File: src/hw/rtl/olad_pkg.sv
`default_nettype none

package olad_pkg;

  localparam int unsigned CAPACITY_DEF = 16;

  localparam int unsigned VALUE_W  = 32;
  localparam int unsigned STATUS_W = 2;
  localparam int unsigned COUNT_W  = 5;

  typedef logic [STATUS_W-1:0] status_t;

  localparam status_t ST_DONE     = 2'd0;
  localparam status_t ST_FULL     = 2'd1;
  localparam status_t ST_NOTFOUND = 2'd2;
  localparam status_t ST_EMPTY    = 2'd3;

  localparam logic CMD_APPEND = 1'b0;
  localparam logic CMD_REMOVE = 1'b1;

endpackage

`default_nettype wire

File: src/hw/rtl/olad_if.sv
`default_nettype none

interface olad_in_if;
  import olad_pkg::*;

  logic                       valid;
  logic                       ready;
  logic                       command;
  logic signed [VALUE_W-1:0]  value;

  modport source (output valid, command, value, input ready);
  modport sink   (input valid, command, value, output ready);
endinterface

interface olad_out_if;
  import olad_pkg::*;

  logic                valid;
  logic                ready;
  status_t             status;
  logic [COUNT_W-1:0]  entry_count;

  modport source (output valid, status, entry_count, input ready);
  modport sink   (input valid, status, entry_count, output ready);
endinterface

`default_nettype wire

File: src/hw/rtl/olad_ram.sv
`default_nettype none

module olad_ram #(
  parameter  int unsigned WIDTH = 32,
  parameter  int unsigned DEPTH = 16,
  localparam int unsigned AW    = (DEPTH > 1) ? $clog2(DEPTH) : 1
) (
  input  wire logic             clk,
  input  wire logic             we,
  input  wire logic [AW-1:0]    waddr,
  input  wire logic [WIDTH-1:0] wdata,
  input  wire logic [AW-1:0]    raddr,
  output logic      [WIDTH-1:0] rdata
);

  logic [WIDTH-1:0] mem [DEPTH];

  always_ff @(posedge clk) begin
    if (we) begin
      mem[waddr] <= wdata;
    end
    rdata <= mem[raddr];
  end

endmodule

`default_nettype wire

File: src/hw/rtl/ordered_list_append_delete_unit.sv
// Ordered list of signed 32-bit values with append at the tail and remove of
// the first matching value, kept as a circular doubly linked list in RAM.
// in_if carries one command per transaction (append or remove plus a value);
// out_if returns one transaction per command: a status and the entry count
// after the command. One command is in flight at a time.
// From acceptance the command steps through states before its result is
// loaded into out_if: append passes S_ALINK and S_ALINK2 (S_ALINK2 is skipped
// for an empty list), full list goes straight to S_DONE; remove stays in
// S_RCMP while k entries are compared (1..count), empty list goes straight
// to S_DONE. The result is loaded in S_DONE, and the next command can be
// taken in the cycle after the result is loaded. The search walk reads one
// node per cycle from the value and link RAMs.
// Freed slots go onto a free stack in RAM; slots never used are handed out
// by a fill counter, so no clearing pass is needed after reset.
// Reset (synchronous, rst_n low) empties the list and drops any pending
// result. A stalled receiver holds the result in the output register; the
// block still takes the next command and parks its result until out_if frees.
`default_nettype none

module ordered_list_append_delete_unit #(
  parameter int unsigned CAPACITY = olad_pkg::CAPACITY_DEF
) (
  input  wire logic    clk,
  input  wire logic    rst_n,
  olad_in_if.sink      in_if,
  olad_out_if.source   out_if
);
  import olad_pkg::*;

  localparam int unsigned AW = $clog2(CAPACITY);
  localparam int unsigned CW = $clog2(CAPACITY + 1);
  localparam logic [CW-1:0] CAP_C = CW'(CAPACITY);
  localparam logic [CW-1:0] ONE_C = CW'(1);

  typedef enum logic [2:0] {
    S_IDLE,
    S_ALINK,
    S_ALINK2,
    S_RCMP,
    S_DONE
  } state_t;

  state_t state_r, state_nxt;

  logic [VALUE_W-1:0] value_r, value_nxt;
  logic [AW-1:0]      head_r, head_nxt;
  logic [CW-1:0]      count_r, count_nxt;
  logic [CW-1:0]      fill_r, fill_nxt;
  logic [CW-1:0]      fsp_r, fsp_nxt;
  logic [AW-1:0]      cur_r, cur_nxt;
  logic [CW-1:0]      iter_r, iter_nxt;
  logic [AW-1:0]      slot_r, slot_nxt;
  logic [AW-1:0]      tail_r, tail_nxt;
  status_t            res_r, res_nxt;
  logic               out_valid_r, out_valid_nxt;
  status_t            out_status_r, out_status_nxt;
  logic [COUNT_W-1:0] out_count_r, out_count_nxt;

  // node store and free stack
  logic [AW-1:0]      rd_addr;
  logic [VALUE_W-1:0] val_rdata;
  logic [AW-1:0]      nx_rdata, pv_rdata, fs_rdata;
  logic               val_we, nx_we, pv_we, fs_we;
  logic [AW-1:0]      val_waddr, nx_waddr, pv_waddr;
  logic [AW-1:0]      nx_wdata, pv_wdata;
  logic [AW-1:0]      fs_raddr, fs_waddr;
  logic [CW-1:0]      fsp_dec;

  logic          accept;
  logic          list_empty;
  logic          match;
  logic          last_iter;
  logic [AW-1:0] alloc_slot;

  assign accept     = in_if.valid && in_if.ready;
  assign list_empty = (count_r == '0);
  assign match      = (val_rdata == value_r);
  assign last_iter  = ((iter_r + ONE_C) == count_r);
  assign fsp_dec    = fsp_r - ONE_C;
  assign fs_raddr   = fsp_dec[AW-1:0];
  assign fs_waddr   = fsp_r[AW-1:0];
  // reuse a freed slot if any, otherwise the next never-used one
  assign alloc_slot = (fsp_r != '0) ? fs_rdata : fill_r[AW-1:0];
  // the walk follows the forward link just read
  assign rd_addr    = (state_r == S_RCMP) ? nx_rdata : head_r;

  assign in_if.ready        = (state_r == S_IDLE);
  assign out_if.valid       = out_valid_r;
  assign out_if.status      = out_status_r;
  assign out_if.entry_count = out_count_r;

  olad_ram #(.WIDTH(VALUE_W), .DEPTH(CAPACITY)) u_val_ram (
    .clk   (clk),
    .we    (val_we),
    .waddr (val_waddr),
    .wdata (value_r),
    .raddr (rd_addr),
    .rdata (val_rdata)
  );

  olad_ram #(.WIDTH(AW), .DEPTH(CAPACITY)) u_next_ram (
    .clk   (clk),
    .we    (nx_we),
    .waddr (nx_waddr),
    .wdata (nx_wdata),
    .raddr (rd_addr),
    .rdata (nx_rdata)
  );

  olad_ram #(.WIDTH(AW), .DEPTH(CAPACITY)) u_prev_ram (
    .clk   (clk),
    .we    (pv_we),
    .waddr (pv_waddr),
    .wdata (pv_wdata),
    .raddr (rd_addr),
    .rdata (pv_rdata)
  );

  olad_ram #(.WIDTH(AW), .DEPTH(CAPACITY)) u_free_ram (
    .clk   (clk),
    .we    (fs_we),
    .waddr (fs_waddr),
    .wdata (cur_r),
    .raddr (fs_raddr),
    .rdata (fs_rdata)
  );

  always_comb begin
    state_nxt      = state_r;
    value_nxt      = value_r;
    head_nxt       = head_r;
    count_nxt      = count_r;
    fill_nxt       = fill_r;
    fsp_nxt        = fsp_r;
    cur_nxt        = cur_r;
    iter_nxt       = iter_r;
    slot_nxt       = slot_r;
    tail_nxt       = tail_r;
    res_nxt        = res_r;
    out_valid_nxt  = out_valid_r;
    out_status_nxt = out_status_r;
    out_count_nxt  = out_count_r;
    val_we         = 1'b0;
    nx_we          = 1'b0;
    pv_we          = 1'b0;
    fs_we          = 1'b0;
    val_waddr      = alloc_slot;
    nx_waddr       = alloc_slot;
    pv_waddr       = alloc_slot;
    nx_wdata       = alloc_slot;
    pv_wdata       = alloc_slot;

    if (out_valid_r && out_if.ready) begin
      out_valid_nxt = 1'b0;
    end

    case (state_r)
      S_IDLE: begin
        if (accept) begin
          value_nxt = in_if.value;
          case (in_if.command)
            CMD_APPEND: begin
              if (count_r == CAP_C) begin
                res_nxt   = ST_FULL;
                state_nxt = S_DONE;
              end else begin
                state_nxt = S_ALINK;
              end
            end
            CMD_REMOVE: begin
              if (list_empty) begin
                res_nxt   = ST_EMPTY;
                state_nxt = S_DONE;
              end else begin
                cur_nxt   = head_r;
                iter_nxt  = '0;
                state_nxt = S_RCMP;
              end
            end
            default: begin
              state_nxt = S_IDLE;
            end
          endcase
        end
      end

      S_ALINK: begin
        // new node: value and its own links; prev of head is the tail
        val_we   = 1'b1;
        nx_we    = 1'b1;
        pv_we    = 1'b1;
        nx_wdata = list_empty ? alloc_slot : head_r;
        pv_wdata = list_empty ? alloc_slot : pv_rdata;
        slot_nxt = alloc_slot;
        tail_nxt = pv_rdata;
        if (fsp_r != '0) begin
          fsp_nxt = fsp_dec;
        end else begin
          fill_nxt = fill_r + ONE_C;
        end
        // count moves with the slot hand-out so the two stay in step
        count_nxt = count_r + ONE_C;
        if (list_empty) begin
          head_nxt  = alloc_slot;
          res_nxt   = ST_DONE;
          state_nxt = S_DONE;
        end else begin
          state_nxt = S_ALINK2;
        end
      end

      S_ALINK2: begin
        nx_we     = 1'b1;
        nx_waddr  = tail_r;
        nx_wdata  = slot_r;
        pv_we     = 1'b1;
        pv_waddr  = head_r;
        pv_wdata  = slot_r;
        res_nxt   = ST_DONE;
        state_nxt = S_DONE;
      end

      S_RCMP: begin
        if (match) begin
          fs_we   = 1'b1;
          fsp_nxt = fsp_r + ONE_C;
          if (count_r == ONE_C) begin
            count_nxt = '0;
          end else begin
            nx_we    = 1'b1;
            nx_waddr = pv_rdata;
            nx_wdata = nx_rdata;
            pv_we    = 1'b1;
            pv_waddr = nx_rdata;
            pv_wdata = pv_rdata;
            if (cur_r == head_r) begin
              head_nxt = nx_rdata;
            end
            count_nxt = count_r - ONE_C;
          end
          res_nxt   = ST_DONE;
          state_nxt = S_DONE;
        end else if (last_iter) begin
          res_nxt   = ST_NOTFOUND;
          state_nxt = S_DONE;
        end else begin
          cur_nxt  = nx_rdata;
          iter_nxt = iter_r + ONE_C;
        end
      end

      S_DONE: begin
        if (!out_valid_r || out_if.ready) begin
          out_valid_nxt  = 1'b1;
          out_status_nxt = res_r;
          out_count_nxt  = COUNT_W'(count_r);
          state_nxt      = S_IDLE;
        end
      end

      default: begin
        state_nxt = S_IDLE;
      end
    endcase
  end

  always_ff @(posedge clk) begin
    if (!rst_n) begin
      state_r     <= S_IDLE;
      out_valid_r <= 1'b0;
      head_r      <= '0;
      count_r     <= '0;
      fill_r      <= '0;
      fsp_r       <= '0;
    end else begin
      state_r     <= state_nxt;
      out_valid_r <= out_valid_nxt;
      head_r      <= head_nxt;
      count_r     <= count_nxt;
      fill_r      <= fill_nxt;
      fsp_r       <= fsp_nxt;
    end
  end

  always_ff @(posedge clk) begin
    value_r      <= value_nxt;
    cur_r        <= cur_nxt;
    iter_r       <= iter_nxt;
    slot_r       <= slot_nxt;
    tail_r       <= tail_nxt;
    res_r        <= res_nxt;
    out_status_r <= out_status_nxt;
    out_count_r  <= out_count_nxt;
  end

  // slots handed out minus slots on the free stack is the entry count
  a_slot_balance: assert property (@(posedge clk) disable iff (!rst_n)
    (fill_r - fsp_r) == count_r)
    else $error("slot accounting out of step with entry count");

  a_count_bound: assert property (@(posedge clk) disable iff (!rst_n)
    count_r <= CAP_C)
    else $error("entry count above capacity");

  a_walk_bound: assert property (@(posedge clk) disable iff (!rst_n)
    (state_r == S_RCMP) |-> (iter_r < count_r))
    else $error("search walked past the last entry");

  a_empty_status: assert property (@(posedge clk) disable iff (!rst_n)
    (out_if.valid && (out_if.status == ST_EMPTY)) |-> (out_if.entry_count == '0))
    else $error("empty status with non-zero entry count");

endmodule

`default_nettype wire
File: src/flat_wrapper.sv
// flat-port wrapper written by rule: the top's interface ports become plain ports
module ordered_list_append_delete_unit_flat import olad_pkg::*;
#(
  parameter int unsigned CAPACITY = olad_pkg::CAPACITY_DEF
)
  (clk, rst_n, in_if_valid, in_if_command, in_if_value, in_if_ready, out_if_valid, out_if_status, out_if_entry_count, out_if_ready);
  olad_in_if in_if_i ();
  olad_out_if out_if_i ();
  input  wire logic clk;
  input  wire logic rst_n;
  input wire logic [$bits(in_if_i.valid)-1:0] in_if_valid;
  input wire logic [$bits(in_if_i.command)-1:0] in_if_command;
  input wire logic [$bits(in_if_i.value)-1:0] in_if_value;
  output wire logic [$bits(in_if_i.ready)-1:0] in_if_ready;
  output wire logic [$bits(out_if_i.valid)-1:0] out_if_valid;
  output wire logic [$bits(out_if_i.status)-1:0] out_if_status;
  output wire logic [$bits(out_if_i.entry_count)-1:0] out_if_entry_count;
  input wire logic [$bits(out_if_i.ready)-1:0] out_if_ready;
  assign in_if_i.valid = in_if_valid;
  assign in_if_i.command = in_if_command;
  assign in_if_i.value = in_if_value;
  assign in_if_ready = in_if_i.ready;
  assign out_if_valid = out_if_i.valid;
  assign out_if_status = out_if_i.status;
  assign out_if_entry_count = out_if_i.entry_count;
  assign out_if_i.ready = out_if_ready;
  ordered_list_append_delete_unit #(.CAPACITY(CAPACITY)) u_core (.clk(clk), .rst_n(rst_n), .in_if(in_if_i), .out_if(out_if_i));
endmodule
File: config.mk
export PLATFORM = sky130hd
export DESIGN_NAME = ordered_list_append_delete_unit_flat
export DESIGN_NICKNAME = d
export VERILOG_FILES = /design/src/hw/rtl/olad_pkg.sv /design/src/hw/rtl/olad_if.sv /design/src/hw/rtl/olad_ram.sv /design/src/hw/rtl/ordered_list_append_delete_unit.sv /design/src/flat_wrapper.sv
export SDC_FILE = /design/constraint.sdc
export NUM_CORES = 1
export LEC_CHECK = 0
export CORE_UTILIZATION = 25
export DETAILED_ROUTE_END_ITERATION = 12
export DONT_BUFFER_PORTS = 1
export GPL_TIMING_DRIVEN = 1
export SLEW_MARGIN = 20
export SYNTH_ARGS = -nofsm -noshare
export SYNTH_HDL_FRONTEND = slang
export SYNTH_SLANG_ARGS = --single-unit
File: constraint.sdc
create_clock -name clk -period 5.5 [get_ports clk]
set_clock_uncertainty 0.2 [all_clocks]
set_input_delay 0 -clock clk [delete_from_list [all_inputs] [get_ports clk]]
set_output_delay 0 -clock clk [all_outputs]
set_load 0.01 [all_outputs]
==> results of run 1 <==
-- critical path, delay by kind of cell, from the launching register on --
| family | cells | cell delay (ns) |
|---|---|---|
| simple gates | 3 | 1.72 |
| buf+inv | 3 | 0.70 |
| mux | 1 | 0.68 |
| flops | 1 | 0.29 |
| fa+ha+maj | 1 | 0.22 |
-- through the flow --
step	cell area, sq um	hold slack (ns)
finish	39000	0.0888
global route	39000	0.107
CTS	39000	0.0505
detailed placement	35600	-0.101
global placement	35600	-0.101
floorplan	33200	-0.101
-- state kept, by name, summed over array words and instances (netlist names), 3 cells and up --
register and cells:
u_core.count_r 5, u_core.cur_r 4, u_core.fill_r 4, u_core.fsp_r 5, u_core.head_r 4, u_core.iter_r 5
u_core.out_if.entry_count 5, u_core.slot_r 4, u_core.state_r 3, u_core.tail_r 4, u_core.u_free_ram.mem 64, u_core.u_free_ram.rdata 4
u_core.u_next_ram.mem 64, u_core.u_next_ram.rdata 4, u_core.u_prev_ram.mem 64, u_core.u_prev_ram.rdata 4, u_core.u_val_ram.mem 512, u_core.u_val_ram.rdata 32
u_core.value_r 32
-- Yosys cell counts (7+ instances only) --
cell	n	area share, %
ha_1	11	0.41
nand3_1	332	5.0
nand2b_1	7	0.13
and3_1	48	0.90
xor2_1	38	1.0
a311oi_1	80	2.1
mux4_2	20	1.4
buf_2	62	0.93
clkbuf_1	80	0.90
nand2_1	674	7.6
a31oi_1	41	0.77
and2_1	15	0.28
buf_1	8	0.090
nand4_1	12	0.23
inv_1	16	0.18
a21oi_1	18	0.27
dfxtp_1	66	4.0
mux2i_1	14	0.42
xnor2_1	17	0.45
o211ai_1	11	0.25
nor2_1	93	1.1
o21ai_0	23	0.35
edfxtp_1	762	69
-- path summary, 6_finish.rpt --
check | end | slack (ns) | from
worst max register to register | u_core.u_val_ram.mem[8][22] | 1.37 | u_core.fsp_r[0]
worst max-delay path | u_core.u_val_ram.mem[8][22] | 1.37 | u_core.fsp_r[0]
worst min-delay path | u_core.out_if.valid | 0.09 | out_if_ready
worst min register to register | u_core.out_if.status[0] | 0.24 | u_core.res_r[0]
-- cells by family (layout without fill, tap and decap cells) --
family	Yosys count	in the layout	share of synthesized area, %
flops	828	828	72.9
buf+inv	171	319	2.20
fa+ha+maj	11	11	0.415
xor+xnor	55	55	1.45
simple gates	1220	1220	16.3
compound gates	215	215	4.87
mux	36	36	1.85
-- per-layer routing --
layer | up-vias | track usage [%] | wire length, um
met3 | 119 | 2.27 | 5490
li1 | 9487 | - | -
met5 | - | 0 | 0
met1 | 10100 | 17.2 | 37800
met2 | 668 | 18.7 | 37700
met4 | 0 | 2.82 | 1550
-- power by group through the flow --
stage / clock (W) / combinational [W] / sequential (W)
floorplan: 0 / 0.000833 / 0.00749
global placement: 0 / 0.00137 / 0.00751
detailed placement: 0 / 0.00139 / 0.00751
CTS: 0.00584 / 0.00145 / 0.00738
global route: 0.00607 / 0.00157 / 0.00740
finish: 0.00574 / 0.00144 / 0.00738
-- area by class of cell --
class / count / share of cell area [%]
clock buffer: 120 / 6.01
clock inverter: 31 / 1.07
inverter: 19 / 0.215
multi-input combinational: 1537 / 21.6
sequential: 828 / 62.0
tap: 1755 / 5.63
timing repair buffer: 149 / 3.49
-- what timing repair did --
| item | in CTS | in global routing |
|---|---|---|
| buffers inserted | 0 | 0 |
| hold buffers | 69 | 1 |
| endpoints found under the hold margin | 105 | 21 |
| endpoints found under the setup margin | 0 | 0 |
==> results.yml, run 1 <==
status:
  outcome: "finished clean"
setup_path:
  crit_chain: "buf_4, inv_1, ha_1, nor4b_4, mux2i_1, nand2_1, nor2_4, buf_4"
  crit_type: "register to register"
  timing.critical_path.from_type: "register"
  max_stage_delay_ns: 0.84
  timing.critical_path.arrival_ns: 4.28
  slowest_cell_on_the_critical_path: "nor2_4"
  data_required_time_at_the_worst_endpoint_ns: 5.66
  worst_path_most_repeated_cell: "buf_4"
  crit_fanout: 25
  end_kind: "register"
  reg2reg_depth: 8
floorplanning:
  start_util_pct: 25.2
  die_area_sq_um: 134000
  core-area_sq_um: 132000
  top_level_port_count: 46
  die_x_um: 366
  dieHeight_um: 366
  core.rowCount: 133
synthesis:
  ys_dominant_reg_cell: "edfxtp_1"
  yosys_warnings: 0
  post_synthesis_cell_area_sq_um: 33200
  synth_sequential_area_ratio_pct: 72.9
  synth.ff_latch_count: 828
  ys_async_sr_fraction_pct: 0
  synth_fp_nets: 2584
  synthCells: 2536
  synth_enable_flop_cells: 762
  post_synth.cell_area_avg_sq_um: 13.1
  yosys.cell_types.count: 74
layout:
  final_cell_mix: "edfxtp_1, nand2_1, nand3_1"
  area.growth.synth_to_final_pct: 17.6
  layout_commonest_cell: "edfxtp_1"
  final_layout_size_suffix_gt1_share_pct: 9.99
  multi_input_area_sq_um: 8410
  insertedDiodeCount: 0
  finalNetCount: 2665
  num-fill-cells: 13100
  post_layout_nonfiller_instances: 4439
  postLayoutCoreUtil_pct: 29.6
  reg_area_sq_um: 24200
power:
  leakagePower_nw: 13.0
  power_dens_cells_nw_per_um2: 373
  power.switching_fraction_pct: 24.4
  combPwrFrac_pct: 9.9
  net_switching_component_of_the_power_w: 0.00356
  clock_power_share_pct: 39.4
  post-layout-total-power_w: 0.0146
  p_int_w: 0.0110
  p_seq_share_pct: 50.7
  ir_worst_vdd_mv: 0.226
clock_tree:
  cts_buffers: 82
  clock_sinks: 828
  clk_latency_ns: 0.66
  clkSlewWorstSetupHoldPaths_ns: 0.06
  root_buffer: "clkbuf_16"
  number_of_h_tree_levels: 3
  tritoncts: "yes"
  bufs_on_longest_clock_path: 3
  cts_repair_resize_count: 0
drt:
  post-route-drc-count: 0
  wire_per_inst_um: 18.6
  vias_per_cell: 4.60
  postRouteAntennaNets: 0
  drt_first_iter_violations: 2256
  wl_um: 82600
  total_number_of_vias: 20400
  detailedRoute.firstPassIterationCount: 6
hold_path:
  type_of_the_tightest_min_delay_check: "input pin to register"
  number_of_cells_on_the_worst_hold_path: 3
sta:
  finalCritPeriodShare_pct: 75.0
  max_slew.worst_pin.slew_ns: 0.948
  post-route-worst-setup-slack_ns: 1.37
  timing_hold_violations_final: 0
  setup_tns_ns: 0
  shortest_period_the_worst_path_allows_ns: 4.13
  finalSetupViolations: 0
  timing.final.max_slew_violations: 0
  rsz0062_at_grt: "false"
  worst_slew_margin_rel_pct: 36.6
  timing.fmax_ghz: 0.242
place:
  port-buffer-count: 0
  preCtsSetupSlack_ns: 1.40
  placed_cells_incl_taps: 4218
  globalplace.congestion: 0.834
  hpwlAfterDp_um: 46500
global_route:
  grt_use_total_pct: 12.0
  antenna_found_initial: 0
  grt_overflow_total: 0
  pin_count_of_the_biggest_net_entering_global_routing: 170
  vias_in_the_first_global_route: 19800
  grt_pass1_wl_um: 124000
flow_run:
  drv.max_cap_violation_count: 0
Note: power is estimated with default switching activity, not from simulation.
==> run 2: changes to the inputs <==
--- a/config.mk
+++ b/config.mk
@@ -5,6 +5,7 @@
 export SDC_FILE = /design/constraint.sdc
 export NUM_CORES = 1
 export LEC_CHECK = 0
+export ABC_AREA = 1
 export CORE_UTILIZATION = 25
 export DETAILED_ROUTE_END_ITERATION = 12
 export DONT_BUFFER_PORTS = 1
==> constraint.sdc (replaced) <==
create_clock -name clk -period 3.7 [get_ports clk]
set_clock_uncertainty 0.2 [all_clocks]
set_input_delay 0 -clock clk [delete_from_list [all_inputs] [get_ports clk]]
set_output_delay 0 -clock clk [all_outputs]
set_load 0.01 [all_outputs]
==> run 2 against run 1 <==
Setup slack worse by 1.2 ns. Highest routed layer is now met5. Maximum frequency up 16%. Sequential share of layout area down 0.46 points. Sequential power up 50%. Critical endpoint is now u_core.u_next_ram.mem[3][0]. Die area down 0.90%. Global-route usage up 0.63 points.
==> results.yml, run 2 <==
floorplanning:
  die_area_sq_um: 133000
  start_util_pct: 25.3
  die_x_um: 365
  core-area_sq_um: 130000
  core.rowCount: 132
  dieHeight_um: 365
  top_level_port_count: 46
layout:
  design_area_sq_um: 39300
  post_layout_nonfiller_instances: 4520
  insertedDiodeCount: 0
  largest_register_ffs: 512
  finalNetCount: 2756
  largest-register: "u_core.u_val_ram.mem"
  final_layout_size_suffix_gt1_share_pct: 10.5
  final_cell_mix: "edfxtp_1, nor2_1, o21ai_0"
  area.growth.synth_to_final_pct: 19.5
  layout_commonest_cell: "edfxtp_1"
synthesis:
  synth_xor_area_share_pct: 1.04
  synth_compound_area_share_pct: 12.3
  yosysMostFrequentCell: "edfxtp_1"
  synth_sequential_area_ratio_pct: 73.6
  synth_enable_flop_cells: 762
  synth_simple_gate_area_share_pct: 9.17
  yosys.area_share.adder_pct: 0.418
  synthCells: 2588
  synth.area.top_cells: "edfxtp_1, o21ai_0, nor2_1"
  top_cell_type_s_share_of_synthesized_area_pct: 69.6
  ys_dominant_reg_cell: "edfxtp_1"
  synth_fp_nets: 2636
  yosys_warnings: 0
  post_synth_mux_area_share_pct: 0.152
  post_synthesis_cell_area_sq_um: 32900
  post_synth.cell_area_avg_sq_um: 12.7
  synth.ff_latch_count: 828
  synthTopCellsByCount: "edfxtp_1, nor2_1, o21ai_0"
  yosys.cell_types.count: 38
  ys_async_sr_fraction_pct: 0
  main_combinational_cell_family_by_area_after_synthesis: "compound AO/OA/AOI/OAI gates"
  post_synthesis_cell_type_with_the_largest_combined_area: "edfxtp_1"
clock_tree:
  clkSlewWorstSetupHoldPaths_ns: 0.06
  cts_buffers: 85
  root_buffer: "clkbuf_16"
  clock_sinks: 828
  number_of_h_tree_levels: 3
  tritoncts: "yes"
  clk_latency_ns: 0.67
  bufs_on_longest_clock_path: 3
global_route:
  grt_pass1_wl_um: 129000
  grt_overflow_total: 0
  pin_count_of_the_biggest_net_entering_global_routing: 159
  vias_in_the_first_global_route: 20500
  grt_use_total_pct: 12.6
  antenna_found_initial: 1
drt:
  detailedRoute.firstPassIterationCount: 5
  wl_um: 85500
  drt_first_iter_violations: 2293
  vias_per_cell: 4.69
  post-route-drc-count: 0
  total_number_of_vias: 21200
  postRouteAntennaNets: 0
  wire_per_inst_um: 18.9
hold_path:
  type_of_the_tightest_min_delay_check: "input pin to register"
sta:
  timing_hold_violations_final: 0
  finalCritPeriodShare_pct: 96.5
  max_slew.worst_pin.slew_ns: 0.974
  timing.final.max_slew_violations: 0
  finalSetupViolations: 0
  timing.fmax_ghz: 0.280
  rsz0062_at_grt: "false"
  shortest_period_the_worst_path_allows_ns: 3.57
  worst_slew_margin_rel_pct: 35.1
  post-route-worst-setup-slack_ns: 0.129
place:
  hpwlAfterDp_um: 46600
  placed_cells_incl_taps: 4275
  globalplace.congestion: 0.831
  preCtsSetupSlack_ns: 0.0804
  port-buffer-count: 0
  placement.cell_area_sq_um: 35500
setup_path:
  crit_fanout: 11
  max_stage_delay_ns: 0.53
  crit_chain: "xnor2_1, nand2_1, nor2_1, nand2_1, nor2_1, buf_4, nand2_1, nand2_1, nand3_1, nand2_1, nand2_1, inv_1, nand2_1, nor2_1"
  critical_path.n_buffers_inverters: 2
  end_kind: "register"
  timing.critical_path.from_type: "register"
  crit_type: "register to register"
  worst_path_most_repeated_cell: "nand2_1"
  timing.critical_path.arrival_ns: 3.66
  data_required_time_at_the_worst_endpoint_ns: 3.79
  cp_top_family: "simple AND/OR/NAND/NOR gates"
  slowest_cell_on_the_critical_path: "edfxtp_1"
power:
  post-layout-total-power_w: 0.0227
  power_dens_cells_nw_per_um2: 577
  leakagePower_nw: 12.8
  ir_worst_vdd_mv: 0.367
flow_run:
  drv.max_cap_violation_count: 0
status:
  outcome: "finished clean"
==> run 2: cell types whose count changed after synthesis, sizes merged, moves of 15 or more <==
cell / change
a311oi: -81
a31oi: -41
and2: -15
and3: -48
inv: +74
mux4: -20
nand2: -510
nand3: -261
nor2: +418
o21ai: +437
o221ai: +79
o22ai: +83
xor2: -29
==> run 2: power by group <==
part	switching, W	internal (W)
clock	0.00368	0.00533
combinational	0.00183	0.000755
sequential	0.000205	0.0109
total	0.00572	0.0170
==> run 2: cell families after synthesis <==
kind of cell	count (synthesis)
multiplexers	5
adder cells (fa/ha/maj)	11
AO/OA/AOI/OAI	695
XOR/XNOR	39
buffers and inverters	246
AND/OR/NAND/NOR	764
flip-flops	828
==> run 2: path summary, 6_finish.rpt <==
path                            from                           to  slack (ns)  depth (start not counted)
setup / recovery  u_core.value_r[22]  u_core.u_next_ram.mem[3][0]        0.13                         14
hold / removal                 rst_n              u_core.fsp_r[3]        0.18                          3
setup reg to reg  u_core.value_r[22]  u_core.u_next_ram.mem[3][0]        0.13                         14
hold reg to reg      u_core.res_r[0]      u_core.out_if.status[0]        0.23                          0
==> run 2: what timing repair did <==
action                     CTS  global route
hold buffers                72             0
resized for setup            0             5
buffers inserted             0            16
hold endpoints to repair   105             0
setup endpoints to repair    0           113
==> run 2: final cells by class <==
type | count | area [sq um]
flip-flops and latches | 828 | 24200
fillers | 13000 | 90700
clock buffers | 115 | 2340
repair buffers | 186 | 1830
multi-input cells | 1514 | 7780
inverters | 93 | 359
well taps | 1742 | 2180
clock inverters | 42 | 623
==> run 2: through the flow <==
step | util [%] | TNS [ns] | hold WS, ns
after floorplan | - | -31.41 | -0.101
after global routing | 30.2 | 0 | 0.176
after CTS | 30.1 | 0 | 0.138
final | 30.2 | 0 | 0.177
after global placement | 27.3 | 0 | -0.101
after detailed placement | 27.3 | 0 | -0.101
==> run 2: per-layer routing <==
layer,share of wire [%],GRT usage (%),vias up
met1,43,16.8,10500
met3,6.6,2.23,156
met2,48,21.1,753
met5,0.015,0,-
met4,2.3,3.46,2
li1,-,-,9769
==> run 2: worst min-delay path, delay by kind of cell <==
family	cells	cell delay, ns
compound gates	2	0.21
buf+inv	1	0.76
==> run 3: changes to the inputs <==
--- a/config.mk
+++ b/config.mk
@@ -6,11 +6,12 @@
 export NUM_CORES = 1
 export LEC_CHECK = 0
 export ABC_AREA = 1
-export CORE_UTILIZATION = 25
+export CORE_UTILIZATION = 30
 export DETAILED_ROUTE_END_ITERATION = 12
 export DONT_BUFFER_PORTS = 1
 export GPL_TIMING_DRIVEN = 1
 export SLEW_MARGIN = 20
 export SYNTH_ARGS = -nofsm -noshare
 export SYNTH_HDL_FRONTEND = slang
+export SYNTH_HIERARCHICAL = 1
 export SYNTH_SLANG_ARGS = --single-unit
==> run 3 against run 2 <==
Critical endpoint is now u_core/u_prev_ram/mem[7][0]. Final area is 6.4% higher. Maximum frequency is 5.0% higher. Largest cell class unchanged. Clock power is 8.6% lower. Count of clock-buffer cells in the layout is 1 lower. Critical path depth is 2 lower. Sequential power is 8% higher.
==> results.yml, run 3 <==
hold_path:
  hp-start: "in_if_valid"
  number_of_cells_on_the_worst_hold_path: 5
  worstHoldEndpoint: "u_core/state_r[2]"
  type_of_the_tightest_min_delay_check: "input pin to register"
layout:
  final_layout_size_suffix_gt1_share_pct: 7.30
  area.growth.synth_to_final_pct: 15.4
  layout_commonest_cell: "nand2_1"
  finalNetCount: 3677
  final_cell_mix: "nand2_1, edfxtp_1, inv_1"
  largest-register: "u_core/u_val_ram/mem"
  largest_register_ffs: 512
drt:
  post-route-drc-count: 0
  drt_first_iter_violations: 1955
  wire_per_inst_um: 16.8
  detailedRoute.firstPassIterationCount: 5
  vias_per_cell: 4.49
  postRouteAntennaNets: 0
  wl_um: 89200
  total_number_of_vias: 23800
clock_tree:
  tritoncts: "yes"
  root_buffer: "clkbuf_16"
  bufs_on_longest_clock_path: 3
  number_of_h_tree_levels: 3
  clock_sinks: 828
  clkSlewWorstSetupHoldPaths_ns: 0.06
  cts_repair_resize_count: 0
  clk_latency_ns: 0.65
  cts_buffers: 82
synthesis:
  post_synthesis_cell_type_with_the_largest_combined_area: "edfxtp_1"
  yosysMostFrequentCell: "nand2_1"
  post_synth_mux_area_share_pct: 0
  synth_enable_flop_cells: 762
  synthCells: 3537
  yosys.area_share.adder_pct: 0.311
  top_cell_type_s_share_of_synthesized_area_pct: 63.1
  synth_fp_nets: 3583
  synth.area.top_cells: "edfxtp_1, nand2_1, nand3_1"
  synth_simple_gate_area_share_pct: 21.5
  synth_sequential_area_ratio_pct: 66.8
  post_synthesis_cell_area_sq_um: 36200
  yosys.cell_types.count: 41
  synth_compound_area_share_pct: 1.00
  main_combinational_cell_family_by_area_after_synthesis: "simple AND/OR/NAND/NOR gates"
  yosys_warnings: 6
  synth_xor_area_share_pct: 1.01
  synth.ff_latch_count: 828
  ys_dominant_reg_cell: "edfxtp_1"
  synthTopCellsByCount: "nand2_1, edfxtp_1, inv_1"
  ys_async_sr_fraction_pct: 0
  post_synth.cell_area_avg_sq_um: 10.2
setup_path:
  crit_fanout: 17
  reg2reg_depth: 12
  data_required_time_at_the_worst_endpoint_ns: 3.78
  r2r_setup_slack_ns: 0.30
  r2r-start: "u_core/value_r[22]"
  crit_type: "register to register"
  timing.critical_path.from_type: "register"
  regToRegEndpoint: "u_core/u_prev_ram/mem[7][0]"
  end_kind: "register"
  timing.critical_path.arrival_ns: 3.48
global_route:
  pin_count_of_the_biggest_net_entering_global_routing: 136
  grt_pass1_wl_um: 136000
  antenna_found_initial: 5
  vias_in_the_first_global_route: 22500
  grt_overflow_total: 0
  grt_use_total_pct: 14.5
sta:
  finalCritPeriodShare_pct: 91.9
  rsz0062_at_grt: "false"
  worst_slew_margin_rel_pct: 38.0
  finalSetupViolations: 0
  timing.final.max_slew_violations: 0
  setup_tns_ns: 0
  max_slew.worst_pin.slew_ns: 0.927
  shortest_period_the_worst_path_allows_ns: 3.40
  timing_hold_violations_final: 0
  timing.fmax_ghz: 0.294
floorplanning:
  start_util_pct: 30.3
  core-area_sq_um: 120000
  die_x_um: 350
  top_level_port_count: 46
  die_area_sq_um: 122000
  core.rowCount: 127
  dieHeight_um: 350
place:
  port-buffer-count: 0
  globalplace.congestion: 0.841
  hpwlAfterDp_um: 49400
flow_run:
  drv.max_cap_violation_count: 0
power:
  ir_worst_vdd_mv: 0.464
  leakagePower_nw: 17.2
  post-layout-total-power_w: 0.0266
  power_dens_cells_nw_per_um2: 636
status:
  outcome: "finished clean"
==> run 3: changes by cell type after synthesis, moves of 49 or more <==
cell	before	now
clkbuf_1	65	16
inv_1	86	603
nand2_1	159	1095
nand3_1	71	583
nor2_1	509	110
o21ai_0	389	7
o21ai_1	68	10
o221ai_1	81	0
o22ai_1	84	0
==> run 3: layout make-up <==
class / instances / area (sq um)
antenna: 4 / 10.0
clock buffer: 114 / 2270
fill: 11900 / 78000
clock inverter: 37 / 395
multi-input combinational: 1939 / 8790
inverter: 621 / 2360
sequential: 828 / 24200
timing repair buffer: 159 / 1760
tap: 1612 / 2020
==> run 3: cell families (layout without fill, tap and decap cells) <==
logic type | Yosys count | in the layout
xor+xnor | 42 | 42
buf+inv | 770 | 931
other cells | 0 | 4
fa+ha+maj | 9 | 9
simple gates | 1828 | 1828
flops | 828 | 828
compound gates | 60 | 60
==> run 3: how the worst max path moves through the flow <==
stage / startpoint / to / slack, ns / cells past startpoint
global route: u_core/value_r[22] / u_core/u_prev_ram/mem[7][3] / 0.06 / 12
floorplan: u_core/fsp_r[0] / u_core/u_val_ram/mem[12][0] / 0.27 / 11
CTS: u_core/value_r[22] / u_core/u_prev_ram/mem[7][1] / 0.35 / 12
detailed placement: u_core/value_r[22] / u_core/u_prev_ram/mem[6][0] / 0.42 / 12
global placement: u_core/value_r[1] / u_core/u_prev_ram/mem[4][2] / 0.44 / 13
finish: u_core/value_r[22] / u_core/u_prev_ram/mem[7][0] / 0.30 / 12
==> run 3: report_power, final <==
part	leakage, nW	internal [W]	switching, W
clock network	1.31	0.00469	0.00355
logic	8.41	0.00187	0.00454
registers	7.45	0.0115	0.000411
total	17.2	0.0181	0.00850
==> run 3: repair_timing <==
action                    4_1_cts  5_1_grt
hold buffers                   71        0
setup buffers                   0        0
hold endpoints to repair      105        0
==> run 3: through the flow <==
| stage | cells | area (sq um) | hold slack (ns) | util, % | setup WS, ns |
|---|---|---|---|---|---|
| 6_report | 5314 | 41800 | 0.0873 | 34.9 | 0.301 |
| 5_1_grt | 5313 | 41800 | 0.127 | 34.9 | 0.0565 |
| 4_1_cts | 5310 | 41800 | 0.0860 | 34.9 | 0.348 |
| 3_5_place_dp | 5088 | 38400 | -0.101 | 32.1 | 0.421 |
| 3_3_place_gp | 5088 | 38400 | -0.101 | 32.1 | 0.444 |
| 2_1_floorplan | 3537 | 36200 | -0.101 | - | 0.275 |
==> run 3: metal layers <==
metal  wire length, um  part of all wire [%]  global-route usage [%]
met4              1880                   2.1                    4.09
met3              5390                   6.0                    2.35
met5                13                 0.015                       0
met1             38900                    44                    19.2
met2             43000                    48                    24.3
==> run 3: worst max-delay path, cell delays in order (launching register included) <==
cell and delay [ns]:
edfxtp_1 0.62, xnor2_1 0.25, nand2_1 0.09, nor2_1 0.18
nand2_2 0.15, nor2_8 0.27, nand2_4 0.14, nand2_1 0.09
nand2_1 0.06, nand2_1 0.07, o211ai_1 0.19, nand3b_1 0.34
nor2_1 0.36
